[src/hw/rtl/i2cdiv_pkg.sv]
// Shared constants and types for the I2C clock divider pair search block.
package i2cdiv_pkg;

  localparam int unsigned ChanW     = 8;
  localparam int unsigned FreqW     = 12;
  localparam int unsigned SrcW      = 20;
  localparam int unsigned StatW     = 2;
  localparam int unsigned P1W       = 8;
  localparam int unsigned AchW      = 17;
  localparam int unsigned QuoKeepW  = 15;
  localparam int unsigned DvdW      = 24;
  localparam int unsigned DvsW      = 12;
  localparam int unsigned InDataW   = 24;
  localparam int unsigned OutDataW  = 40;

  localparam int unsigned DefMaxSecondDivider = 128;

  localparam logic [SrcW-1:0]     SrcReset  = SrcW'(50000);
  localparam logic [FreqW-1:0]    FreqMin   = FreqW'(10);
  localparam logic [FreqW-1:0]    FreqMax   = FreqW'(3300);
  localparam logic [DvdW-1:0]     QuotLimit = DvdW'(25500);
  localparam logic [DvdW-1:0]     P1MinQuot = DvdW'(1500);
  localparam logic [DvsW-1:0]     Scale     = DvsW'(100);
  localparam logic [P1W-1:0]      P1Min     = P1W'(15);
  localparam logic [7:0]          P2Flag    = 8'h80;

  localparam logic [StatW-1:0] StatOk     = 2'd0;
  localparam logic [StatW-1:0] StatRange  = 2'd1;
  localparam logic [StatW-1:0] StatNoPair = 2'd2;

  typedef enum logic [6:0] {
    StIdle   = 7'b0000001,
    StDivTgt = 7'b0000010,
    StSearch = 7'b0000100,
    StDivP1  = 7'b0001000,
    StDivSrc = 7'b0010000,
    StDivP2  = 7'b0100000,
    StDone   = 7'b1000000
  } state_e;

endpackage

[src/hw/rtl/i2c_clock_divider_pair_search_top.sv]
// Top level of the I2C clock divider pair search with one shared iterative divider.
//
//  Channel  | Direction | Handshake                       | Beat contents
//  s_axis   | in        | s_axis_tvalid / s_axis_tready   | channel, target_freq_khz
//  m_axis   | out       | m_axis_tvalid / m_axis_tready   | status .. achieved_freq_khz
//  cfg      | in        | cfg_valid_i / cfg_ready_o       | source_clock_khz
//
// Every division runs on one restoring divider at one quotient bit per cycle.
// A rejected beat skips the divider; otherwise up to 128 second dividers are tried.
// Reset sets the source clock to 50000 kHz and leaves the block idle and empty.
// A new beat is taken only while idle; a finished result waits in the output register.
module i2c_clock_divider_pair_search_top #(
  parameter int unsigned MAX_SECOND_DIVIDER = i2cdiv_pkg::DefMaxSecondDivider
) (
  input  logic                            clk_i,
  input  logic                            rst_ni,
  input  logic                            s_axis_tvalid,
  output logic                            s_axis_tready,
  // [7:0] channel, [19:8] target_freq_khz, [23:20] zero
  input  logic [i2cdiv_pkg::InDataW-1:0]  s_axis_tdata,
  output logic                            m_axis_tvalid,
  input  logic                            m_axis_tready,
  // [1:0] status, [2] channel_echo, [10:3] first_divider, [18:11] second_divider_byte,
  // [35:19] achieved_freq_khz, [39:36] zero
  output logic [i2cdiv_pkg::OutDataW-1:0] m_axis_tdata,
  input  logic                            cfg_valid_i,
  output logic                            cfg_ready_o,
  input  logic [i2cdiv_pkg::SrcW-1:0]     cfg_data_i
);

  import i2cdiv_pkg::*;

  localparam int unsigned P2W  = $clog2(MAX_SECOND_DIVIDER + 1);
  localparam int unsigned CntW = $clog2(DvdW + 1);
  localparam logic [CntW-1:0] DivSteps = CntW'(DvdW);
  localparam logic [P2W-1:0]  P2Last   = P2W'(MAX_SECOND_DIVIDER);

  state_e st_q, st_d;

  logic [SrcW-1:0]     src_q, src_d;
  logic                chan_q, chan_d;
  logic [StatW-1:0]    stat_q, stat_d;
  logic [DvdW-1:0]     target_q, target_d;
  logic [P2W-1:0]      p2_q, p2_d;
  logic                found_q, found_d;
  logic [DvsW-1:0]     best_rem_q, best_rem_d;
  logic [QuoKeepW-1:0] best_quo_q, best_quo_d;
  logic [P2W-1:0]      best_p2_q, best_p2_d;
  logic [P1W-1:0]      p1_q, p1_d;

  logic [DvdW-1:0] quo_q, quo_d;
  logic [DvsW-1:0] rem_q, rem_d;
  logic [DvsW-1:0] dvs_q, dvs_d;
  logic [CntW-1:0] cnt_q, cnt_d;

  logic                m_valid_q, m_valid_d;
  logic [OutDataW-1:0] m_data_q, m_data_d;

  logic            div_busy;
  logic [DvsW:0]   shl;
  logic [DvsW:0]   diff;
  logic            ge;
  logic            launch;
  logic [DvdW-1:0] l_dvd;
  logic [DvsW-1:0] l_dvs;

  logic [ChanW-1:0] in_chan;
  logic [FreqW-1:0] in_freq;
  logic [DvdW-1:0]  tgt_new;
  logic             improve;
  logic             in_limit;
  logic             accept;
  logic [8:0]       p2m1;
  logic [7:0]       p2_byte;
  logic             is_ok;
  logic [P2W-1:0]   p2_next;

  assign in_chan = s_axis_tdata[ChanW-1:0];
  assign in_freq = s_axis_tdata[ChanW+FreqW-1:ChanW];

  assign div_busy = (cnt_q != DivSteps);
  assign shl      = {rem_q, quo_q[DvdW-1]};
  assign diff     = shl - {1'b0, dvs_q};
  assign ge       = (shl >= {1'b0, dvs_q});

  assign tgt_new  = {quo_q[DvdW-7:0], 6'b0} + {quo_q[DvdW-6:0], 5'b0} + {quo_q[DvdW-3:0], 2'b0};
  assign improve  = !found_q || (rem_q < best_rem_q);
  assign in_limit = (quo_q <= QuotLimit);
  assign accept   = improve && in_limit && (quo_q >= P1MinQuot);
  assign p2_next  = p2_q + 1'b1;

  assign p2m1    = 9'(best_p2_q) - 9'd1;
  assign p2_byte = p2m1[7:0] | P2Flag;
  assign is_ok   = (stat_q == StatOk);

  assign s_axis_tready = (st_q == StIdle);
  assign cfg_ready_o   = 1'b1;
  assign m_axis_tvalid = m_valid_q;
  assign m_axis_tdata  = m_data_q;

  always_comb begin
    st_d       = st_q;
    src_d      = src_q;
    chan_d     = chan_q;
    stat_d     = stat_q;
    target_d   = target_q;
    p2_d       = p2_q;
    found_d    = found_q;
    best_rem_d = best_rem_q;
    best_quo_d = best_quo_q;
    best_p2_d  = best_p2_q;
    p1_d       = p1_q;
    m_valid_d  = m_valid_q;
    m_data_d   = m_data_q;
    launch     = 1'b0;
    l_dvd      = quo_q;
    l_dvs      = dvs_q;

    if (cfg_valid_i) begin
      src_d = cfg_data_i;
    end
    if (m_valid_q && m_axis_tready) begin
      m_valid_d = 1'b0;
    end

    case (st_q)
      StIdle: begin
        if (s_axis_tvalid) begin
          if (in_freq > FreqMax || in_freq < FreqMin || in_chan > ChanW'(1)) begin
            stat_d = StatRange;
            chan_d = 1'b0;
            st_d   = StDone;
          end else begin
            chan_d  = in_chan[0];
            found_d = 1'b0;
            launch  = 1'b1;
            l_dvd   = DvdW'(src_q);
            l_dvs   = in_freq;
            st_d    = StDivTgt;
          end
        end
      end
      StDivTgt: begin
        if (!div_busy) begin
          target_d = tgt_new;
          p2_d     = P2W'(1);
          launch   = 1'b1;
          l_dvd    = tgt_new;
          l_dvs    = DvsW'(1);
          st_d     = StSearch;
        end
      end
      StSearch: begin
        if (!div_busy) begin
          if (accept) begin
            found_d    = 1'b1;
            best_rem_d = rem_q;
            best_quo_d = quo_q[QuoKeepW-1:0];
            best_p2_d  = p2_q;
          end
          if ((improve && in_limit && !accept) || p2_q == P2Last) begin
            if (found_d) begin
              launch = 1'b1;
              l_dvd  = DvdW'(best_quo_d);
              l_dvs  = Scale;
              st_d   = StDivP1;
            end else begin
              stat_d = StatNoPair;
              st_d   = StDone;
            end
          end else begin
            p2_d   = p2_next;
            launch = 1'b1;
            l_dvd  = target_q;
            l_dvs  = DvsW'(p2_next);
          end
        end
      end
      StDivP1: begin
        if (!div_busy) begin
          p1_d   = quo_q[P1W-1:0];
          launch = 1'b1;
          l_dvd  = DvdW'(src_q);
          l_dvs  = DvsW'(quo_q[P1W-1:0]);
          st_d   = StDivSrc;
        end
      end
      StDivSrc: begin
        if (!div_busy) begin
          launch = 1'b1;
          l_dvd  = quo_q;
          l_dvs  = DvsW'(best_p2_q);
          st_d   = StDivP2;
        end
      end
      StDivP2: begin
        if (!div_busy) begin
          stat_d = StatOk;
          st_d   = StDone;
        end
      end
      StDone: begin
        if (!m_valid_q || m_axis_tready) begin
          m_valid_d = 1'b1;
          m_data_d  = {4'b0,
                       is_ok ? quo_q[AchW-1:0] : AchW'(0),
                       is_ok ? p2_byte : 8'd0,
                       is_ok ? p1_q : P1W'(0),
                       chan_q,
                       stat_q};
          st_d      = StIdle;
        end
      end
      default: begin
        st_d = StIdle;
      end
    endcase

    if (launch) begin
      quo_d = l_dvd;
      rem_d = '0;
      dvs_d = l_dvs;
      cnt_d = '0;
    end else if (div_busy) begin
      quo_d = {quo_q[DvdW-2:0], ge};
      rem_d = ge ? diff[DvsW-1:0] : shl[DvsW-1:0];
      dvs_d = dvs_q;
      cnt_d = cnt_q + 1'b1;
    end else begin
      quo_d = quo_q;
      rem_d = rem_q;
      dvs_d = dvs_q;
      cnt_d = cnt_q;
    end
  end

  always_ff @(posedge clk_i or negedge rst_ni) begin
    if (!rst_ni) begin
      st_q      <= StIdle;
      src_q     <= SrcReset;
      found_q   <= 1'b0;
      cnt_q     <= DivSteps;
      m_valid_q <= 1'b0;
    end else begin
      st_q      <= st_d;
      src_q     <= src_d;
      found_q   <= found_d;
      cnt_q     <= cnt_d;
      m_valid_q <= m_valid_d;
    end
  end

  always_ff @(posedge clk_i) begin
    chan_q     <= chan_d;
    stat_q     <= stat_d;
    target_q   <= target_d;
    p2_q       <= p2_d;
    best_rem_q <= best_rem_d;
    best_quo_q <= best_quo_d;
    best_p2_q  <= best_p2_d;
    p1_q       <= p1_d;
    quo_q      <= quo_d;
    rem_q      <= rem_d;
    dvs_q      <= dvs_d;
    m_data_q   <= m_data_d;
  end

  a_best_quo_range: assert property (@(posedge clk_i) disable iff (!rst_ni)
    found_q |-> (DvdW'(best_quo_q) >= P1MinQuot) && (DvdW'(best_quo_q) <= QuotLimit))
    else $error("kept quotient outside the accepted window");

  a_p2_range: assert property (@(posedge clk_i) disable iff (!rst_ni)
    (st_q == StSearch) |-> (p2_q != '0) && (p2_q <= P2Last))
    else $error("second divider candidate out of range");

  a_rem_below_dvs: assert property (@(posedge clk_i) disable iff (!rst_ni)
    (st_q != StIdle && st_q != StDone && st_q != StDivTgt) |-> (rem_q < dvs_q))
    else $error("divider remainder not below divisor");

  a_ok_p1_min: assert property (@(posedge clk_i) disable iff (!rst_ni)
    (m_valid_q && m_data_q[StatW-1:0] == StatOk) |-> (m_data_q[StatW+P1W:StatW+1] >= P1Min))
    else $error("first divider below minimum on a good result");

endmodule

[config.mk]
export PLATFORM = sky130hd
export DESIGN_NAME = i2c_clock_divider_pair_search_top
export DESIGN_NICKNAME = d
export VERILOG_FILES = /design/src/hw/rtl/i2cdiv_pkg.sv /design/src/hw/rtl/i2c_clock_divider_pair_search_top.sv
export SDC_FILE = /design/constraint.sdc
export NUM_CORES = 1
export LEC_CHECK = 0
export ABC_AREA = 1
export BUFFER_PORTS_ARGS = -buffer_cell sky130_fd_sc_hd__buf_2
export CORE_MARGIN = 4
export CORE_UTILIZATION = 55
export CTS_BUF_LIST = sky130_fd_sc_hd__clkbuf_2 sky130_fd_sc_hd__clkbuf_4 sky130_fd_sc_hd__clkbuf_8
export DETAILED_ROUTE_END_ITERATION = 10
export PLACE_DENSITY_LB_ADDON = 0.05
export SYNTH_ARGS = -nofsm -noshare
export SYNTH_HDL_FRONTEND = slang
export SYNTH_SLANG_ARGS = --single-unit
[constraint.sdc]
create_clock -name clk_i -period 3.1 [get_ports clk_i]
set_clock_uncertainty 0.05 [all_clocks]
set_input_delay 0.155 -clock clk_i [delete_from_list [all_inputs] [get_ports clk_i]]
set_output_delay 0.155 -clock clk_i [all_outputs]
set_load 0.01 [all_outputs]
==> results.yml, run 1 <==
synthesis:
  synth-seq-cells: 194
  synth_commonest_cells: "nand2_1, inv_1, edfxtp_1, nor2_1, o21ai_0"
  yosysSeqAreaShare: 0.495
  netlist-cell-type-count: 52
  postSynthAreaPerCell_um2: 9.03
  synthSimpleGateAreaFrac: 0.218
  synth_edf_count: 148
  synth_compound_area_frac: 0.0774
  syn_inst: 1241
  synth_xor_area_frac: 0.0211
  synthArstFlopShare: 0.175
  yosys.area.top_type: "edfxtp_1"
  synth_mux_area_frac: 0.00502
  yosysWarningCount: 0
  synth_ff_type: "edfxtp_1"
  synth_area_um2: 11200
  yosysMostFrequentCell: "nand2_1"
  yosys.area_share.adder: 0.104
  synth_top_family_by_area: "simple AND/OR/NAND/NOR gates"
  synth_top_area_frac: 0.397
  synth.area.top_cells: "edfxtp_1, nand2_1, ha_1"
sta:
  tns_ns: 0
  hold_viol: 0
  timing.final.max_slew_violations: 0
  finalSetupViolations: 0
  maxSlewHeadroom: 0.426
  timing.fmax_mhz: 342
  tightest_slew_ns: 0.860
  whs_ns: 0.0247
  finalCritPeriodShare: 0.944
  rsz0062_at_grt: "no"
  fin_crit_ns: 2.93
clock_tree:
  cts.sinks: 194
  clk-insertion-delay-late_ns: 0.47
  htreeDepth: 4
  cts_root_buffer: "clkbuf_8"
  clk_pin_slew_ns: 0.12
  cts.path.max_buffers: 2
  cts_buffers: 17
  cts_tree: "yes"
power_and_ir_drop:
  ir_drop_mv: 1.59
  leakage_nw: 5.89
  p_per_area_nw_per_um2: 1020
floorplanning:
  design.portCount: 92
  row_count: 51
  die_area_um2: 22700
  fp.coreArea_um2: 19700
  die_h_um: 151
  die_w_um: 151
  initial_core_util: 0.568
routing:
  wl_per_cell_um: 16.5
  drt_wl_total_um: 27300
  drt_iter0_drc: 586
  ant_nets: 0
  drc: 0
  num_vias: 8798
  firstDrtPassIters: 5
  viasPerCell: 5.30
setup_path:
  rr_worst_depth: 14
  worstSetupPathType: "reg -> reg"
  path_cells: "fa_1 -> ha_1 -> inv_1 -> o21ai_0 -> a21oi_1 -> nand3b_1 -> nand3_1 -> nand2_1 -> nand2_1 -> nand2_1 -> nand3_1 -> nand2_1 -> nand2_1 -> nand2_1"
  reg2reg_from: "quo_q[5]"
  cpMaxStageDelayCell: "edfxtp_1"
  cp_common_cell: "nand2_1"
  worstPathRequired_ns: 3.28
  critPathLaunch: "quo_q[5]"
  critPathArrivalTime_ns: 3.10
  crit_end: "quo_q[20]"
  worst_setup_path_start_kind: "flop"
  crit_path_end_kind: "flop"
  critPathMaxFanout: 4
  slowest_delay_ns: 0.53
  rrSetupSlack_ns: 0.17
  rr_endpoint: "quo_q[20]"
placement:
  hpwl_um: 20400
  port_buffers: 82
  gp_congestion: 0.893
run:
  maxCapViolCount: 0
hold_path:
  holdPathStages: 3
  hold_path_class: "in -> reg"
final_layout:
  layout-drive-gt1-share: 0.153
  area_growth_pct: 14.9
  n_antenna_cell: 0
  fin_nets: 1513
global_routing:
  grt_max_degree: 37
  antenna_found_initial: 0
  grt_pass1_vias: 8367
  grt_use_total: 0.249
  grt-ovfl-total: 0
  grt_pass1_wl_um: 43500
outcome:
  status: "complete, no violations"
==> sequential cells by signal, indices dropped and copies added, names as in the netlist <==
name / flops
best_quo_q: 15
p2_q: 8
stat_q: 2
p1_q: 8
src_q: 20
m_axis_tvalid: 1
quo_q: 24
best_p2_q: 8
st_q: 7
rem_q: 12
chan_q: 1
target_q: 22
best_rem_q: 12
m_axis_tdata: 36
cnt_q: 5
found_q: 1
dvs_q: 12
==> stage by stage <==
stage / std cells / setup WS, ns / util / power (W) / instance area (µm²)
floorplan: 1244 / 0.145 / - / 0.00936 / 11200
global placement: 1594 / 0.177 / 0.614 / 0.0111 / 12100
detailed placement: 1594 / 0.170 / 0.614 / 0.0113 / 12100
CTS: 1657 / 0.122 / 0.651 / 0.0130 / 12800
global route: 1660 / 0.00400 / 0.653 / 0.0143 / 12900
finish: 1660 / 0.173 / 0.653 / 0.0131 / 12900
==> cell type report <==
class                   instances  area (µm²)
clock inverters                15         188
repair buffers                157        1080
flip-flops and latches        194        5550
fillers                      1651        6850
clock buffers                  17         234
well taps                     265         332
multi-input cells             833        4820
inverters                     179         674
==> worst max-delay path, delay by kind of cell, from the launching register on <==
kind,cells,cell delay (ns)
AOI/OAI and AO/OA,2,0.45
DFF,1,0.53
adders and majority gates,2,0.85
and+or+nand+nor,9,0.74
buffers and inverters,1,0.06
==> cell families after synthesis <==
logic type	count (synthesis)
xor+xnor	27
simple gates	561
fa+ha+maj	82
buf+inv	217
other cells	2
mux	5
compound gates	153
flops	194
==> worst min-delay path by stage <==
| stage | startpoint | endpoint | slack, ns |
|---|---|---|---|
| floorplan | rst_ni | cnt_q[0] | -0.19 |
| global placement | rst_ni | src_q[17] | 0.22 |
| detailed placement | rst_ni | src_q[17] | 0.22 |
| CTS | s_axis_tdata[9] | dvs_q[1] | 0.005 |
| global route | s_axis_tdata[9] | dvs_q[1] | 0.03 |
| finish | s_axis_tdata[9] | dvs_q[1] | 0.02 |
==> layout by cell type, fill, tap and decap left out, types with 3 or more instances in the layout <==
cell           netlist  layout
nand2_1            327     326
inv_1              171     170
edfxtp_1           148     148
nor2_1              92      90
buf_2               15      82
o21ai_0             64      64
ha_1                63      63
nand3_1             60      60
a21oi_1             49      48
buf_4                7      41
nand4_1             32      32
dlygate4sd3_1        0      31
dfrtp_1             25      25
xor2_1              20      20
fa_1                19      18
clkbuf_8             0      17
dfxtp_1             12      12
nor3_1              12      11
dfstp_2              9       9
nor4_1               8       8
inv_2                6       7
xnor2_1              7       7
a21oi_2              6       7
o22ai_1              7       7
o211ai_1             6       6
clkinv_8             0       6
nand2_2              4       5
mux2_2               5       5
conb_1               2       5
nor2_2               3       4
a21o_1               4       4
nand3b_1             4       4
or2_2                4       4
o21bai_1             3       3
nand2_4              3       3
and2_1               3       3
o21ai_1              3       3
clkinv_4             0       3
==> power by group <==
| group | leakage (nW) | switching (W) | internal, W |
|---|---|---|---|
| clock | 0.205 | 0.00105 | 0.000624 |
| sequential | 1.92 | 0.000479 | 0.00372 |
| combinational | 3.76 | 0.00445 | 0.00279 |
==> layer usage <==
metal  GRT usage  vias up  routed length (µm)
li1            -     4374                   -
met1       0.342     4122               12000
met2       0.419      270               13200
met3      0.0376       32                1620
met4      0.0585        0                 470
met5           0        -                   0
==> what timing repair did <==
item | CTS | global route
hold buffers | 31 | 0
hold endpoints to repair | 55 | 0
buffers inserted | 0 | 3
setup endpoints to repair | 0 | 6
gates resized for setup | 0 | 5
Note: power is estimated with default switching activity, not from simulation.
==> run 2, diff against run 1 <==
--- a/config.mk
+++ b/config.mk
@@ -9,7 +9,6 @@
 export BUFFER_PORTS_ARGS = -buffer_cell sky130_fd_sc_hd__buf_2
 export CORE_MARGIN = 4
 export CORE_UTILIZATION = 55
-export CTS_BUF_LIST = sky130_fd_sc_hd__clkbuf_2 sky130_fd_sc_hd__clkbuf_4 sky130_fd_sc_hd__clkbuf_8
 export DETAILED_ROUTE_END_ITERATION = 10
 export PLACE_DENSITY_LB_ADDON = 0.05
 export SYNTH_ARGS = -nofsm -noshare
==> constraint.sdc (replaced) <==
create_clock -name clk_i -period 3.1 [get_ports clk_i]
set_clock_uncertainty 0.05 [all_clocks]
set_input_delay 0.155 -clock clk_i [delete_from_list [all_inputs] [get_ports clk_i]]
set_output_delay 0.155 -clock clk_i [all_outputs]
set_load 0.005 [all_outputs]
==> run 2 against run 1 <==
  * Global-route usage about the same
  * Design area increased by 0.72%
  * Die area unchanged
  * Maximum frequency decreased by 0.39%
==> results.yml, run 2 (same netlist as run 1, synthesis figures left out) <==
setup_path:
  crit_buf_inv: 5
  slowest_delay_ns: 0.50
  rr_worst_depth: 16
  critPathLaunch: "quo_q[1]"
  rr_endpoint: "quo_q[9]"
  worstPathRequired_ns: 3.24
  path_cells: "buf_4 -> buf_4 -> inv_1 -> ha_1 -> nand2_1 -> nor2_1 -> nand3_1 -> nand2_4 -> nand3_4 -> nand2_2 -> nand2_1 -> nand2_2 -> nand2_4 -> o21ai_0 -> inv_1 -> buf_12"
  cpMaxStageDelayCell: "edfxtp_1"
  critPathArrivalTime_ns: 3.08
  reg2reg_from: "quo_q[1]"
  worst_setup_path_start_kind: "flop"
  critPathTopFamily: "simple AND/OR/NAND/NOR gates"
  rrSetupSlack_ns: 0.16
  critPathMaxFanout: 24
  crit_path_end_kind: "flop"
  worstSetupPathType: "reg -> reg"
hold_path:
  holdPathEnd: "dvs_q[8]"
  hold_path_class: "in -> reg"
  worstHoldStart: "s_axis_tdata[16]"
  holdPathStages: 3
final_layout:
  fin_nets: 1503
  final_core_util: 0.657
  num-fill-cells: 1644
  n_antenna_cell: 0
  area_growth_pct: 15.7
  final_common_cell: "nand2_1"
  largest_reg_flops: 36
  layout_common_cells: "nand2_1, inv_1, edfxtp_1"
  stdcell_count: 1650
  layout-drive-gt1-share: 0.151
routing:
  drt_iter0_drc: 608
  viasPerCell: 5.27
  wl_per_cell_um: 16.5
  firstDrtPassIters: 5
  num_vias: 8697
  drt_wl_total_um: 27200
  drc: 0
  ant_nets: 0
clock_tree:
  clk_pin_slew_ns: 0.08
  cts.path.max_buffers: 2
  htreeDepth: 4
  cts_root_buffer: "clkbuf_16"
  clk-insertion-delay-late_ns: 0.44
  cts.sinks: 194
  cts_tree: "yes"
  cts_buffers: 17
floorplanning:
  die_h_um: 151
  die_area_um2: 22700
  row_count: 51
  die_w_um: 151
  initial_core_util: 0.568
  design.portCount: 92
  fp.coreArea_um2: 19700
sta:
  tightest_slew_ns: 0.867
  fin_crit_ns: 2.94
  rsz0062_at_grt: "no"
  timing.final.max_slew_violations: 0
  maxSlewHeadroom: 0.421
  fin_ws_ns: 0.162
  timing.fmax_mhz: 340
  finalCritPeriodShare: 0.948
  tns_ns: 0
  hold_viol: 0
  finalSetupViolations: 0
global_routing:
  grt-ovfl-total: 0
  grt_use_total: 0.248
  grt_pass1_wl_um: 43500
  grt_pass1_vias: 8331
  antenna_found_initial: 0
  grt_max_degree: 37
placement:
  hpwl_um: 20400
  gp_congestion: 0.893
  port_buffers: 82
  dp_cells: 1594
  dp_slack_ns: 0.170
power_and_ir_drop:
  total_power_w: 0.0135
  ir_drop_mv: 1.62
  leakage_nw: 5.93
  p_per_area_nw_per_um2: 1040
run:
  maxCapViolCount: 0
outcome:
  status: "complete, no violations"
-- run 2: what timing repair did --
| action | 4_1_cts | 5_1_grt |
|---|---|---|
| hold endpoints to repair | 47 | 0 |
| endpoints found under the setup margin | 0 | 6 |
| buffers inserted | 0 | 1 |
| resized for setup | 0 | 3 |
| hold buffers | 23 | 0 |
-- run 2: per-layer routing --
metal	track usage	routed length, µm	vias up
met5	0	0	-
met4	0.0607	411	0
met3	0.0352	1570	25
met2	0.418	13200	259
met1	0.342	12000	4053
li1	-	-	4360
-- run 2: worst max-delay path by stage --
stage                            to  slack (ns)  depth (start not counted)
after global placement    quo_q[22]        0.18                         14
after global routing       quo_q[9]       0.004                         16
final                      quo_q[9]        0.16                         16
after detailed placement  quo_q[22]        0.17                         14
after CTS                 quo_q[22]        0.13                         14
after floorplan            quo_q[0]        0.15                          9
-- run 2: metrics by stage --
stage | instance area, µm² | hold slack [ns]
2_1_floorplan | 11200 | -0.191
3_3_place_gp | 12100 | 0.224
3_5_place_dp | 12100 | 0.221
4_1_cts | 12900 | 0.00214
5_1_grt | 13000 | 0.0162
6_report | 13000 | 0.0166
-- run 2: worst reg2reg max path, delay by kind of cell (launching register included) --
kind                       cells  cell delay [ns]
buffers and inverters          5             0.75
and+or+nand+nor                9             1.00
DFF                            1             0.50
AOI/OAI and AO/OA              1             0.19
adders and majority gates      1             0.18
-- run 2: cell type report --
type / instances / area [µm²] / share of cell area
Tap cell: 265 / 332 / 0.0256
Timing Repair Buffer: 147 / 985 / 0.0760
Inverter: 179 / 674 / 0.0520
Sequential cell: 194 / 5550 / 0.428
Multi-Input combinational cell: 833 / 4810 / 0.371
Clock inverter: 15 / 188 / 0.0145
Clock buffer: 17 / 425 / 0.0328
-- run 2: power breakdown --
group / leakage [nW] / switching, W / internal [W]
logic: 3.72 / 0.00435 / 0.00276
clock network: 0.292 / 0.00112 / 0.00110
registers: 1.92 / 0.000493 / 0.00372
total: 5.93 / 0.00597 / 0.00758
